**config.mk**
```make
export PLATFORM = sky130hd
export DESIGN_NAME = vending_credit_and_change
export DESIGN_NICKNAME = d
export VERILOG_FILES = /design/src/hw/rtl/vcc_pkg.sv /design/src/hw/rtl/vending_credit_and_change.sv /design/src/hw/rtl/vcc_change_unit.sv
export SDC_FILE = /design/constraint.sdc
export NUM_CORES = 1
export LEC_CHECK = 0
export BUFFER_PORTS_ARGS = -buffer_cell sky130_fd_sc_hd__buf_2
export CAP_MARGIN = 0
export CELL_PAD_IN_SITES_DETAIL_PLACEMENT = 1
export CELL_PAD_IN_SITES_GLOBAL_PLACEMENT = 1
export CORE_MARGIN = 4
export CORE_UTILIZATION = 47
export CTS_CLUSTER_DIAMETER = 150
export DETAILED_ROUTE_END_ITERATION = 8
export GPL_TIMING_DRIVEN = 0
export PLACE_DENSITY_LB_ADDON = 0.3
export SKIP_CTS_REPAIR_TIMING = 1
export SLEW_MARGIN = 20
export SYNTH_ARGS = -nofsm -noshare
export SYNTH_HDL_FRONTEND = slang
export SYNTH_SLANG_ARGS = --single-unit
```
**constraint.sdc**
```tcl
create_clock -name clk -period 12.5 [get_ports clk]
set_input_delay 2.5 -clock clk [delete_from_list [all_inputs] [get_ports clk]]
set_output_delay 2.5 -clock clk [all_outputs]
set_load 0.005 [all_outputs]
```
**src/hw/rtl/vcc_pkg.sv**
```systemverilog
// ----------------------------------------------------------------------------
// vcc_pkg
// Shared types, codes and constants of the vending credit and change block.
// ----------------------------------------------------------------------------
package vcc_pkg;

    localparam int COIN_KINDS   = 6;
    localparam int CREDIT_W     = 16;
    localparam int PRICE_W      = 10;
    localparam int COIN_W       = 8;
    localparam int DRINK_W      = 3;
    localparam int COUNT_W      = 9;
    localparam int NUM_PRICES   = 4;
    localparam int PRICE_IDX_W  = 2;

    // Reciprocal of 200 scaled by 2**23, rounded down.
    localparam int DIV200_MULT  = 41943;
    localparam int DIV200_SHIFT = 23;

    typedef logic [2:0] step_t;
    localparam step_t LAST_STEP = step_t'(COIN_KINDS - 1);

    typedef enum logic [1:0] {
        ACT_INSERT = 2'd0,
        ACT_SELECT = 2'd1,
        ACT_CHANGE = 2'd2,
        ACT_NONE   = 2'd3
    } action_t;

    typedef enum logic [2:0] {
        ST_ACCEPTED      = 3'd0,
        ST_COIN_REJECTED = 3'd1,
        ST_CREDIT_FULL   = 3'd2,
        ST_INVALID_DRINK = 3'd3,
        ST_INSUFFICIENT  = 3'd4,
        ST_CHANGE        = 3'd5
    } status_t;

    typedef struct packed {
        logic [COIN_W-1:0]   coin;
        logic [COUNT_W-1:0]  count;
        logic [CREDIT_W-1:0] remainder;
    } change_t;

    function automatic logic [COIN_W-1:0] denom(input step_t step);
        logic [COIN_W-1:0] d;
        case (step)
            3'd0:    d = 8'd200;
            3'd1:    d = 8'd100;
            3'd2:    d = 8'd50;
            3'd3:    d = 8'd20;
            3'd4:    d = 8'd10;
            3'd5:    d = 8'd5;
            default: d = 8'd5;
        endcase
        return d;
    endfunction

endpackage

```
**src/hw/rtl/vending_credit_and_change.sv**
```systemverilog
// ----------------------------------------------------------------------------
// vending_credit_and_change
// Vending credit keeper with coin insertion, drink selection and greedy change.
// ----------------------------------------------------------------------------
// Input beats carry an action on s_axis_tuser and the coin value and drink
// number on s_axis_tdata. Each result beat carries a status on m_axis_tuser,
// the credit, change coin and change count on m_axis_tdata, and tlast on the
// final result of an input beat.
// An accepted beat enters a holding register and its result is then written
// to the output register. Coin and select beats may come back to back while
// the output is not stalled. A change beat holds the stage for six results,
// one result a cycle while the receiver is ready, from 200 down to 5 cents,
// as one greedy step runs per cycle while the receiver is ready. Action
// three is consumed with no result.
// Prices are to be written on the cfg port only while the block is idle; the block itself does not enforce this.
// Reset clears the credit, loads the default prices and empties both stages.
// When the receiver stalls, the result waits in the output register, input
// beats are taken into the holding register until one other than action
// three is held, and then s_axis_tready falls until the output moves.
// ----------------------------------------------------------------------------
module vending_credit_and_change #(
    parameter int MAX_CREDIT = 65535
) (
    input  logic                          clk,
    input  logic                          rst_n,
    input  logic                          cfg_we,
    input  logic [vcc_pkg::PRICE_IDX_W-1:0] cfg_index,
    input  logic [vcc_pkg::PRICE_W-1:0]   cfg_data,
    input  logic                          s_axis_tvalid,
    output logic                          s_axis_tready,
    // Fields from bit 0: coin_value[7:0], drink_number[10:8], zero fill.
    input  logic [15:0]                   s_axis_tdata,
    // Fields from bit 0: action[1:0].
    input  logic [1:0]                    s_axis_tuser,
    output logic                          m_axis_tvalid,
    input  logic                          m_axis_tready,
    // Fields from bit 0: credit_left[15:0], change_coin[23:16],
    // change_count[32:24], zero fill.
    output logic [39:0]                   m_axis_tdata,
    // Fields from bit 0: status[2:0].
    output logic [2:0]                    m_axis_tuser,
    output logic                          m_axis_tlast
);
    import vcc_pkg::*;

    logic [PRICE_W-1:0]  price_reg [NUM_PRICES];
    logic [CREDIT_W-1:0] credit_reg, credit_next;

    logic                hold_valid_reg;
    action_t             hold_action_reg;
    logic [COIN_W-1:0]   hold_coin_reg;
    logic [DRINK_W-1:0]  hold_drink_reg;
    step_t               step_reg;

    logic                out_valid_reg;
    status_t             out_status_reg, out_status_next;
    logic [CREDIT_W-1:0] out_credit_reg;
    logic [COIN_W-1:0]   out_coin_reg, out_coin_next;
    logic [COUNT_W-1:0]  out_count_reg, out_count_next;
    logic                out_last_reg, out_last_next;

    logic                fire;
    logic                item_done;
    logic                in_accept;
    logic                coin_legal;
    logic [CREDIT_W:0]   coin_sum;
    logic [PRICE_W-1:0]  price;
    change_t             change;

    vcc_change_unit u_change (
        .credit (credit_reg),
        .step   (step_reg),
        .result (change)
    );

    assign fire      = hold_valid_reg && (hold_action_reg != ACT_NONE)
                       && (!out_valid_reg || m_axis_tready);
    assign item_done = (hold_valid_reg && (hold_action_reg == ACT_NONE))
                       || (fire && ((hold_action_reg != ACT_CHANGE)
                                    || (step_reg == LAST_STEP)));
    assign s_axis_tready = !hold_valid_reg || item_done;
    assign in_accept     = s_axis_tvalid && s_axis_tready;

    always_comb
    begin
        coin_legal = hold_coin_reg inside {8'd5, 8'd10, 8'd20, 8'd50, 8'd100, 8'd200};
        coin_sum   = {1'b0, credit_reg} + (CREDIT_W+1)'(hold_coin_reg);
        price      = price_reg[PRICE_IDX_W'(hold_drink_reg - DRINK_W'(1))];
    end

    always_comb
    begin
        credit_next     = credit_reg;
        out_status_next = ST_ACCEPTED;
        out_coin_next   = '0;
        out_count_next  = '0;
        out_last_next   = 1'b1;
        case (hold_action_reg)
            ACT_INSERT:
            begin
                if (!coin_legal)
                begin
                    out_status_next = ST_COIN_REJECTED;
                end
                else if (coin_sum > (CREDIT_W+1)'(MAX_CREDIT))
                begin
                    out_status_next = ST_CREDIT_FULL;
                end
                else
                begin
                    credit_next = coin_sum[CREDIT_W-1:0];
                end
            end
            ACT_SELECT:
            begin
                if (!(hold_drink_reg inside {[3'd1:3'd4]}))
                begin
                    out_status_next = ST_INVALID_DRINK;
                end
                else if (credit_reg >= CREDIT_W'(price))
                begin
                    credit_next = credit_reg - CREDIT_W'(price);
                end
                else
                begin
                    out_status_next = ST_INSUFFICIENT;
                end
            end
            ACT_CHANGE:
            begin
                out_status_next = ST_CHANGE;
                credit_next     = change.remainder;
                out_coin_next   = change.coin;
                out_count_next  = change.count;
                out_last_next   = (step_reg == LAST_STEP);
            end
            default:
            begin
                out_last_next = 1'b1;
            end
        endcase
    end

    always_ff @(posedge clk or negedge rst_n)
    begin
        if (!rst_n)
        begin
            price_reg[0] <= PRICE_W'(25);
            price_reg[1] <= PRICE_W'(30);
            price_reg[2] <= PRICE_W'(35);
            price_reg[3] <= PRICE_W'(20);
        end
        else if (cfg_we)
        begin
            price_reg[cfg_index] <= cfg_data;
        end
    end

    always_ff @(posedge clk or negedge rst_n)
    begin
        if (!rst_n)
        begin
            credit_reg     <= '0;
            hold_valid_reg <= 1'b0;
            step_reg       <= '0;
            out_valid_reg  <= 1'b0;
        end
        else
        begin
            if (fire)
            begin
                credit_reg <= credit_next;
            end
            if (in_accept)
            begin
                hold_valid_reg <= 1'b1;
            end
            else if (item_done)
            begin
                hold_valid_reg <= 1'b0;
            end
            if (item_done)
            begin
                step_reg <= '0;
            end
            else if (fire)
            begin
                step_reg <= step_reg + step_t'(1);
            end
            if (fire)
            begin
                out_valid_reg <= 1'b1;
            end
            else if (m_axis_tready)
            begin
                out_valid_reg <= 1'b0;
            end
        end
    end

    always_ff @(posedge clk)
    begin
        if (in_accept)
        begin
            hold_action_reg <= action_t'(s_axis_tuser);
            hold_coin_reg   <= s_axis_tdata[7:0];
            hold_drink_reg  <= s_axis_tdata[10:8];
        end
        if (fire)
        begin
            out_status_reg <= out_status_next;
            out_credit_reg <= credit_next;
            out_coin_reg   <= out_coin_next;
            out_count_reg  <= out_count_next;
            out_last_reg   <= out_last_next;
        end
    end

    assign m_axis_tvalid = out_valid_reg;
    assign m_axis_tdata  = {7'b0, out_count_reg, out_coin_reg, out_credit_reg};
    assign m_axis_tuser  = out_status_reg;
    assign m_axis_tlast  = out_last_reg;

`ifndef SYNTH
    a_step_only_in_change: assert property (@(posedge clk) disable iff (!rst_n)
        (step_reg != step_t'(0)) |-> (hold_valid_reg && (hold_action_reg == ACT_CHANGE)))
        else $error("change step counter running outside a change item");

    a_single_result_last: assert property (@(posedge clk) disable iff (!rst_n)
        (fire && (hold_action_reg != ACT_CHANGE)) |=> (m_axis_tvalid && m_axis_tlast))
        else $error("coin or select result not marked last");

    a_change_leaves_small: assert property (@(posedge clk) disable iff (!rst_n)
        (m_axis_tvalid && m_axis_tlast && (m_axis_tuser == ST_CHANGE))
        |-> (m_axis_tdata[15:0] < 16'd5))
        else $error("change run left five cents or more");
`endif

endmodule

```
**src/hw/rtl/vcc_change_unit.sv**
```systemverilog
// ----------------------------------------------------------------------------
// vcc_change_unit
// One greedy change step: coin count and remainder for one denomination.
// ----------------------------------------------------------------------------
module vcc_change_unit (
    input  logic [vcc_pkg::CREDIT_W-1:0] credit,
    input  vcc_pkg::step_t               step,
    output vcc_pkg::change_t             result
);
    import vcc_pkg::*;

    logic [2*CREDIT_W-1:0] product;
    logic [COUNT_W-1:0]    q_raw;
    logic [CREDIT_W:0]     q_times;
    logic [CREDIT_W:0]     rem_raw;
    logic [COUNT_W-1:0]    q_big;
    logic [CREDIT_W-1:0]   rem_big;
    logic [COIN_W-1:0]     d;
    logic [CREDIT_W-1:0]   d_wide;
    logic [CREDIT_W-1:0]   d_twice;
    logic [COUNT_W-1:0]    q_small;
    logic [CREDIT_W-1:0]   rem_small;

    // The first step divides the full credit by 200 with a reciprocal that
    // is never too large, so one correction finishes the quotient.
    always_comb
    begin
        product = credit * CREDIT_W'(DIV200_MULT);
        q_raw   = product[DIV200_SHIFT +: COUNT_W];
        q_times = {1'b0, q_raw, 7'b0} + {2'b0, q_raw, 6'b0} + {5'b0, q_raw, 3'b0};
        rem_raw = {1'b0, credit} - q_times;
        if (rem_raw >= (CREDIT_W+1)'(200))
        begin
            q_big   = q_raw + COUNT_W'(1);
            rem_big = CREDIT_W'(rem_raw - (CREDIT_W+1)'(200));
        end
        else
        begin
            q_big   = q_raw;
            rem_big = rem_raw[CREDIT_W-1:0];
        end
    end

    // Later steps see a remainder below 2.5 times their coin.
    always_comb
    begin
        d       = denom(step);
        d_wide  = CREDIT_W'(d);
        d_twice = CREDIT_W'({d, 1'b0});
        if (credit >= d_twice)
        begin
            q_small   = COUNT_W'(2);
            rem_small = credit - d_twice;
        end
        else if (credit >= d_wide)
        begin
            q_small   = COUNT_W'(1);
            rem_small = credit - d_wide;
        end
        else
        begin
            q_small   = '0;
            rem_small = credit;
        end
    end

    always_comb
    begin
        result.coin = d;
        if (step == step_t'(0))
        begin
            result.count     = q_big;
            result.remainder = rem_big;
        end
        else
        begin
            result.count     = q_small;
            result.remainder = rem_small;
        end
    end

endmodule

```
After elaboration in Yosys (flattened, before gate mapping)
Cells that the tools add are included.
{ "op_classes": {"add_sub_neg": 11, "mul": 1, "div": 0, "order_cmp": 10, "n_eq_ne": 16, "shift": 0, "n_mux": 30, "bitwise_logic": 2, "n_reduce_logical": 19} }
{ "op_table": {"columns": ["cell", "n"], "rows": [
  ["$mux W16", 7],
  ["$pmux W16 S3", 1],
  ["$bwmux W40", 1],
  ["$pmux W8 S5", 1],
  ["$mul A16 B16 Y32 const B", 1],
  ["$mux W10", 3],
  ["$mux W25", 1],
  ["$bmux W10 S2", 1],
  ["$demux W10 S2", 1],
  ["$mux W9", 2],
  ["$add A16 B15 Y17", 1],
  ["$add A16 B8 Y17", 1],
  ["$add A17 B12 Y17", 1],
  ["$ge A17 B8 Y1 const B", 1],
  ["$gt A17 B16 Y1 const B", 1],
  ["$sub A16 B17 Y17", 1],
  ["$ge A16 B10 Y1", 1],
  ["$ge A16 B8 Y1", 1],
  ["$ge A16 B9 Y1", 1],
  ["$sub A16 B10 Y16", 1],
  ["$sub A16 B8 Y16", 1],
  ["$sub A16 B8 Y16 const B", 1],
  ["$sub A16 B9 Y16", 1],
  ["$mux W3", 4],
  ["other kinds (30)", 53]
]} }
{ "totals": {"ff_bits": 111, "latchBits": 0, "ram_bits": 0, "romBits": 0, "in_bits": 35, "out_inout_bits": 46, "wordCells": 105, "memories": 0} }

Longest topological paths before layout
{ "logic_depth": {"word_depth": 9, "mapped_depth": 45, "ltp_nobuf": 42} }

Hierarchy
Synthesis repeated with hierarchy kept, for this count alone.
{ "hier_totals": {"hier_cells": 1602, "hier_area_um2": 15133.3} }
{ "by_module_without_submodules": {"columns": ["mod", "n_inst", "cells_per_inst", "area_each_um2", "seq_area_each_um2"], "rows": [
  ["vcc_change_unit", 1, 985, 8414.3, 0.0],
  ["vending_credit_and_change", 1, 617, 6718.9, 3042.9]
]} }

Worst setup path after synthesis
Ideal clock, no wire load.
{ "synth_timing": {"path_type": "register to register", "startpoint": "reg credit_reg[14]", "endpoint": "reg out_credit_reg[7] (data pin)", "setup_time_ns": 0.261, "arrival_time_ns": 9.905, "required_ns": 12.239, "path_slack_ns": 2.334, "stages_incl_launch_ff": 42, "n_path_buf": 2, "synth_period_minus_slack_ns": 10.166, "cell_sequence": "dfrtp_1 -> clkbuf_1 -> inv_1 -> ha_1 -> inv_1 -> fa_1 -> inv_1 -> fa_1 -> fa_1 -> fa_1 -> inv_1 -> fa_1 -> inv_1 -> ha_1 -> a2111oi_0 -> o21ai_1 -> a211oi_1 -> a21oi_1 -> [... 6 more ...] -> xor2_1 -> ha_1 -> inv_1 -> fa_1 -> inv_1 -> ha_1 -> buf_2 -> a21o_1 -> or2_0 -> o2111a_1 -> a211o_1 -> nor4b_4 -> nand2_2 -> o31ai_4 -> nor2_2 -> o211a_1 -> a31o_1 -> o32a_1"} }
{ "synth_between": {"elab_chain_len": 8, "elab_cells_between_ends": 20, "cone_classes": "add/sub (5); mul (1); order compare (5); mux (9)"} }
{ "synth_rtl": {"columns": ["element", "line_no", "text"], "rows": [
  ["start, declared", "vending_credit_and_change.sv:47", "logic [CREDIT_W-1:0] credit_reg, credit_next;"],
  ["start signal, assigned", "vending_credit_and_change.sv:172", "credit_reg <= credit_next;"],
  ["$mul A16 B16 Y32", "vcc_change_unit.sv:28", "product = credit * CREDIT_W'(DIV200_MULT);"],
  ["$add A16 B15 Y17", "vcc_change_unit.sv:30", "q_times = {1'b0, q_raw, 7'b0} + {2'b0, q_raw, 6'b0} + {5'b0, q_raw, 3'b0};"],
  ["$add A17 B12 Y17", "vcc_change_unit.sv:30", null],
  ["$sub A16 B17 Y17", "vcc_change_unit.sv:31", "rem_raw = {1'b0, credit} - q_times;"],
  ["$sub A16 B8 Y16 / $ge A17 B8 Y1 (equally long branches)", "vcc_change_unit.sv:35, vcc_change_unit.sv:32", null],
  ["$mux W16", "vcc_change_unit.sv:32", "if (rem_raw >= (CREDIT_W+1)'(200))"],
  ["$mux W25", "vcc_change_unit.sv:70", "if (step == step_t'(0))"],
  ["$pmux W16 S3 (*)", "vending_credit_and_change.sv:98", "case (hold_action_reg)"],
  ["net credit_next[7]", "vending_credit_and_change.sv:47", null],
  ["end signal, assigned", "vending_credit_and_change.sv:212", "out_credit_reg <= credit_next;"],
  ["end, declared", "vending_credit_and_change.sv:57", "logic [CREDIT_W-1:0] out_credit_reg;"]
]} }
The timed path passes the listed nets; every way through them passes the cells marked *.
A chain may end at the register's enable or synchronous reset.

Final worst setup path
{ "layout_timing": {"startpoint": "reg credit_reg[8]", "endpoint": "reg out_credit_reg[12] (data pin)"} }
The elaborated chain is that of the path after synthesis.

==> results by group <==
Yosys
  • Cell count after synthesis: 1,491
  • Async SR Flop Fraction: 55.0%
  • Complex-gate fraction of the synthesized area: 14.2%
  • Flops & latches, synth: 111
  • Multiplexer share of the synthesized area: 5.66%
  • Post-Syn Area per Cell: 9.52 µm²
  • Adder-Cell Fraction of Synth Area: 35.7%
  • Post-synth EDFFs: 50
  • Register area share after synthesis: 21.4%
  • Xor-xnor portion of the synthesized cell area: 4.44%
  • Post-Syn Area: 0.0142 mm²
  • Post-synth cell types: 88
  • Post-synthesis simple-gate area fraction: 9.77%
  • Ys Warns: 0
  • Predominant post-synthesis flop cell: edfxtp_1
  • Largest family of logic cells by synthesized area: adder cells

Min path
  • Hold_sp: price_reg[0]$_DFFE_PN0P_
  • Worst hold path endpoint: price_reg[0]$_DFFE_PN0P_
  • Hold Path Stages: 1
  • Hold Crit Class: register to register

Floorplanning
  • Row Count: 63
  • Core Box Area: 0.0297 mm²
  • I/O pin total: 81
  • Initial core utilization: 47.8%
  • Die ar.: 0.0330 mm²
  • Die Y-Extent: 182 µm
  • Die X: 182 µm

STA
  • Clock Skews: 0.0140 ns
  • Fmax: 83.7 MHz
  • Final setup viols: 0
  • Final hold violations: 0
  • Setup TNS: 0 ns
  • Crit path time final: 11.95 ns
  • Relative max-transition margin: 35.9%
  • Fin crit share: 95.6%
  • Slew Viols, Final: 0
  • RSZ-0062 raised after global routing: false
  • Worst slew pin tran: 0.954 ns

Setup path
  • Worst R2R Setup Slack: 0.55 ns
  • Required @ worst endpoint: 12.54 ns
  • Crit Reg-Reg Startpoint: credit_reg[8]$_DFFE_PN0P_
  • Crit path capture type: register
  • Critical path class: register to register
  • CP Launch Type: register
  • Reg2Reg Capture Point: out_credit_reg[12]$_DFFE_PP_
  • WP data arrival: 11.99 ns
  • CP peak stage delay: 0.97 ns
  • Worst-path maximum fanout: 14
  • Critical path's slowest cell: dfrtp_1
  • R2R depth: 42

Run status
  • Status: finished, final reports clean

Clock tree
  • Clock buffer count from CTS: 9
  • TritonCTS Sinks: 111
  • Clk slew on worst S/H paths: 0.09 ns
  • Deepest clock path buffer count: 2
  • Clock Latency Late Sink: 0.37 ns
  • Root Buffer: clkbuf_16
  • H-tree depth: 3
  • CTS tree: done

Drt
  • Per-cell routed wire length: 21.5 µm
  • DRC viols: 0
  • Routed vias: 11,348
  • Pre-antenna DRT Iters: 5
  • Initial drt markers: 677
  • Drt via density: 5.75
  • ANT nets after route: 0
  • Drt total wl: 42.4 mm

Final layout
  • Antenna diodes: 0
  • Fraction of layout cells with a size suffix above 1: 12.2%
  • Area delta synth->final: 8.43%
  • Max reg flops: 40
  • Final net count: 1,947

GRT
  • Number of global-route vias before repair: 12,407
  • Antenna violations before repair: 1
  • First-pass GRT wire length: 68.1 mm
  • Gr usage total: 26.0%
  • Largest net degree at the start of global routing: 47
  • Grt ovf: 0

Placement
  • Port Buffer Count: 68
  • Final GP Congestion: 0.927
  • Post-DP HPWL: 33.9 mm

Job
  • Max_cap viols: 0
[worst max path at each step]
stage	from	to	slack, ns	cells after the start
detailed placement	credit_reg[5]$_DFFE_PN0P_	out_credit_reg[5]$_DFFE_PP_	0.26	43
finish	credit_reg[8]$_DFFE_PN0P_	out_credit_reg[12]$_DFFE_PP_	0.55	42
CTS	credit_reg[6]$_DFFE_PN0P_	out_credit_reg[5]$_DFFE_PP_	0.17	43
global route	credit_reg[12]$_DFFE_PN0P_	out_credit_reg[5]$_DFFE_PP_	0.009	45
floorplan	credit_reg[14]$_DFFE_PN0P_	out_credit_reg[7]$_DFFE_PP_	2.33	41
global placement	credit_reg[7]$_DFFE_PN0P_	out_credit_reg[5]$_DFFE_PP_	0.47	41
[synth_stat cells (5+ instances only)]
library cell,n,area [µm²]
a211oi_1,16,120
a211o_1,6,52.6
clkbuf_1,29,109
nand2b_1,6,37.5
dfrtp_1,49,1230
xnor2_1,57,499
o211ai_1,14,105
nand4_1,12,75.1
or3_1,8,50.1
o31ai_1,6,45.0
nor2_1,81,304
o21ai_0,57,285
and2_1,10,62.6
fa_1,112,2240
o21a_1,24,180
a21oi_1,71,355
o21ai_1,6,30.0
nor3_1,24,120
mux2i_1,6,60.1
ha_1,223,2790
a21o_1,20,150
dfstp_2,12,315
xor2_1,15,131
mux4_2,10,225
nand3_1,26,130
inv_1,281,1050
nor2b_1,9,56.3
buf_4,7,52.6
mux2_2,46,518
edfxtp_1,50,1500
nand2_1,75,282
o21bai_1,5,37.5
a31oi_1,11,68.8
o22ai_1,8,50.1
[per-layer routing]
metal | share of wire (%) | vias to the layer above | track usage (%) | wire [µm]
li1 | - | 5253 | - | -
met1 | 42 | 5661 | 33.5 | 17700
met2 | 49 | 334 | 45.1 | 20700
met3 | 6.0 | 98 | 3.97 | 2550
met4 | 3.5 | 2 | 8.02 | 1470
met5 | 0.045 | - | 0 | 19
[worst max-delay path, delay by kind of cell, from the launching register on]
family,cells,cell delay [ns]
flops,1,0.97
buf+inv,9,1.37
fa+ha+maj,10,4.30
compound gates,13,2.92
simple gates,7,1.34
xor+xnor,3,0.73
[layout by cell type (no fill, tap or decap), types with 7 or more instances in the layout]
cell type  count
a31oi_1       11
clkbuf_16      9
a21o_1        20
buf_2         70
ha_1         223
nand2_1       75
o21ai_0       57
dfstp_2       12
xnor2_1       57
mux2_2        46
nor2b_1        9
nor3_1        24
and2_1        10
a21oi_1       71
fa_1         112
nand4_1       12
o22ai_1        8
mux4_2        10
clkbuf_1      28
inv_1        281
or3_1          8
dfrtp_1       41
nand3_1       26
nor2_1        81
xor2_1        15
conb_1         7
buf_4          8
dfrtp_2        8
edfxtp_1      50
o211ai_1      14
a211oi_1      15
o21a_1        24
[cell families after synthesis]
| kind of cell | count (synthesis) |
|---|---|
| buffers and inverters | 324 |
| XOR/XNOR | 72 |
| AND/OR/NAND/NOR | 284 |
| other | 1 |
| multiplexers | 62 |
| adder cells (fa/ha/maj) | 338 |
| AO/OA/AOI/OAI | 299 |
| flip-flops | 111 |
[area by class of cell]
type | count | area [µm²]
Multi-Input combinational cell | 1062 | 9930
Tap cell | 390 | 488
Buffer | 41 | 188
Clock buffer | 9 | 225
Timing Repair Buffer | 69 | 363
Clock inverter | 7 | 75.1
Inverter | 283 | 1070
Sequential cell | 111 | 3050
Fill cell | 3421 | 14300
[through the flow]
| stage | hold WS (ns) | instances | instance area (µm²) | utilization [%] | worst slack (ns) |
|---|---|---|---|---|---|
| after floorplan | 0.474 | 1497 | 14200 | - | 2.33 |
| after global placement | 0.482 | 1955 | 15000 | 50.6 | 0.470 |
| after detailed placement | 0.492 | 1956 | 15100 | 50.7 | 0.261 |
| after CTS | 0.511 | 1972 | 15400 | 51.7 | 0.170 |
| after global routing | 0.535 | 1972 | 15400 | 51.8 | 0.00851 |
| final | 0.509 | 1972 | 15400 | 51.8 | 0.548 |
Power is not shown: default switching activity piles up to over one toggle a cycle in this logic, so the estimate is an artifact.
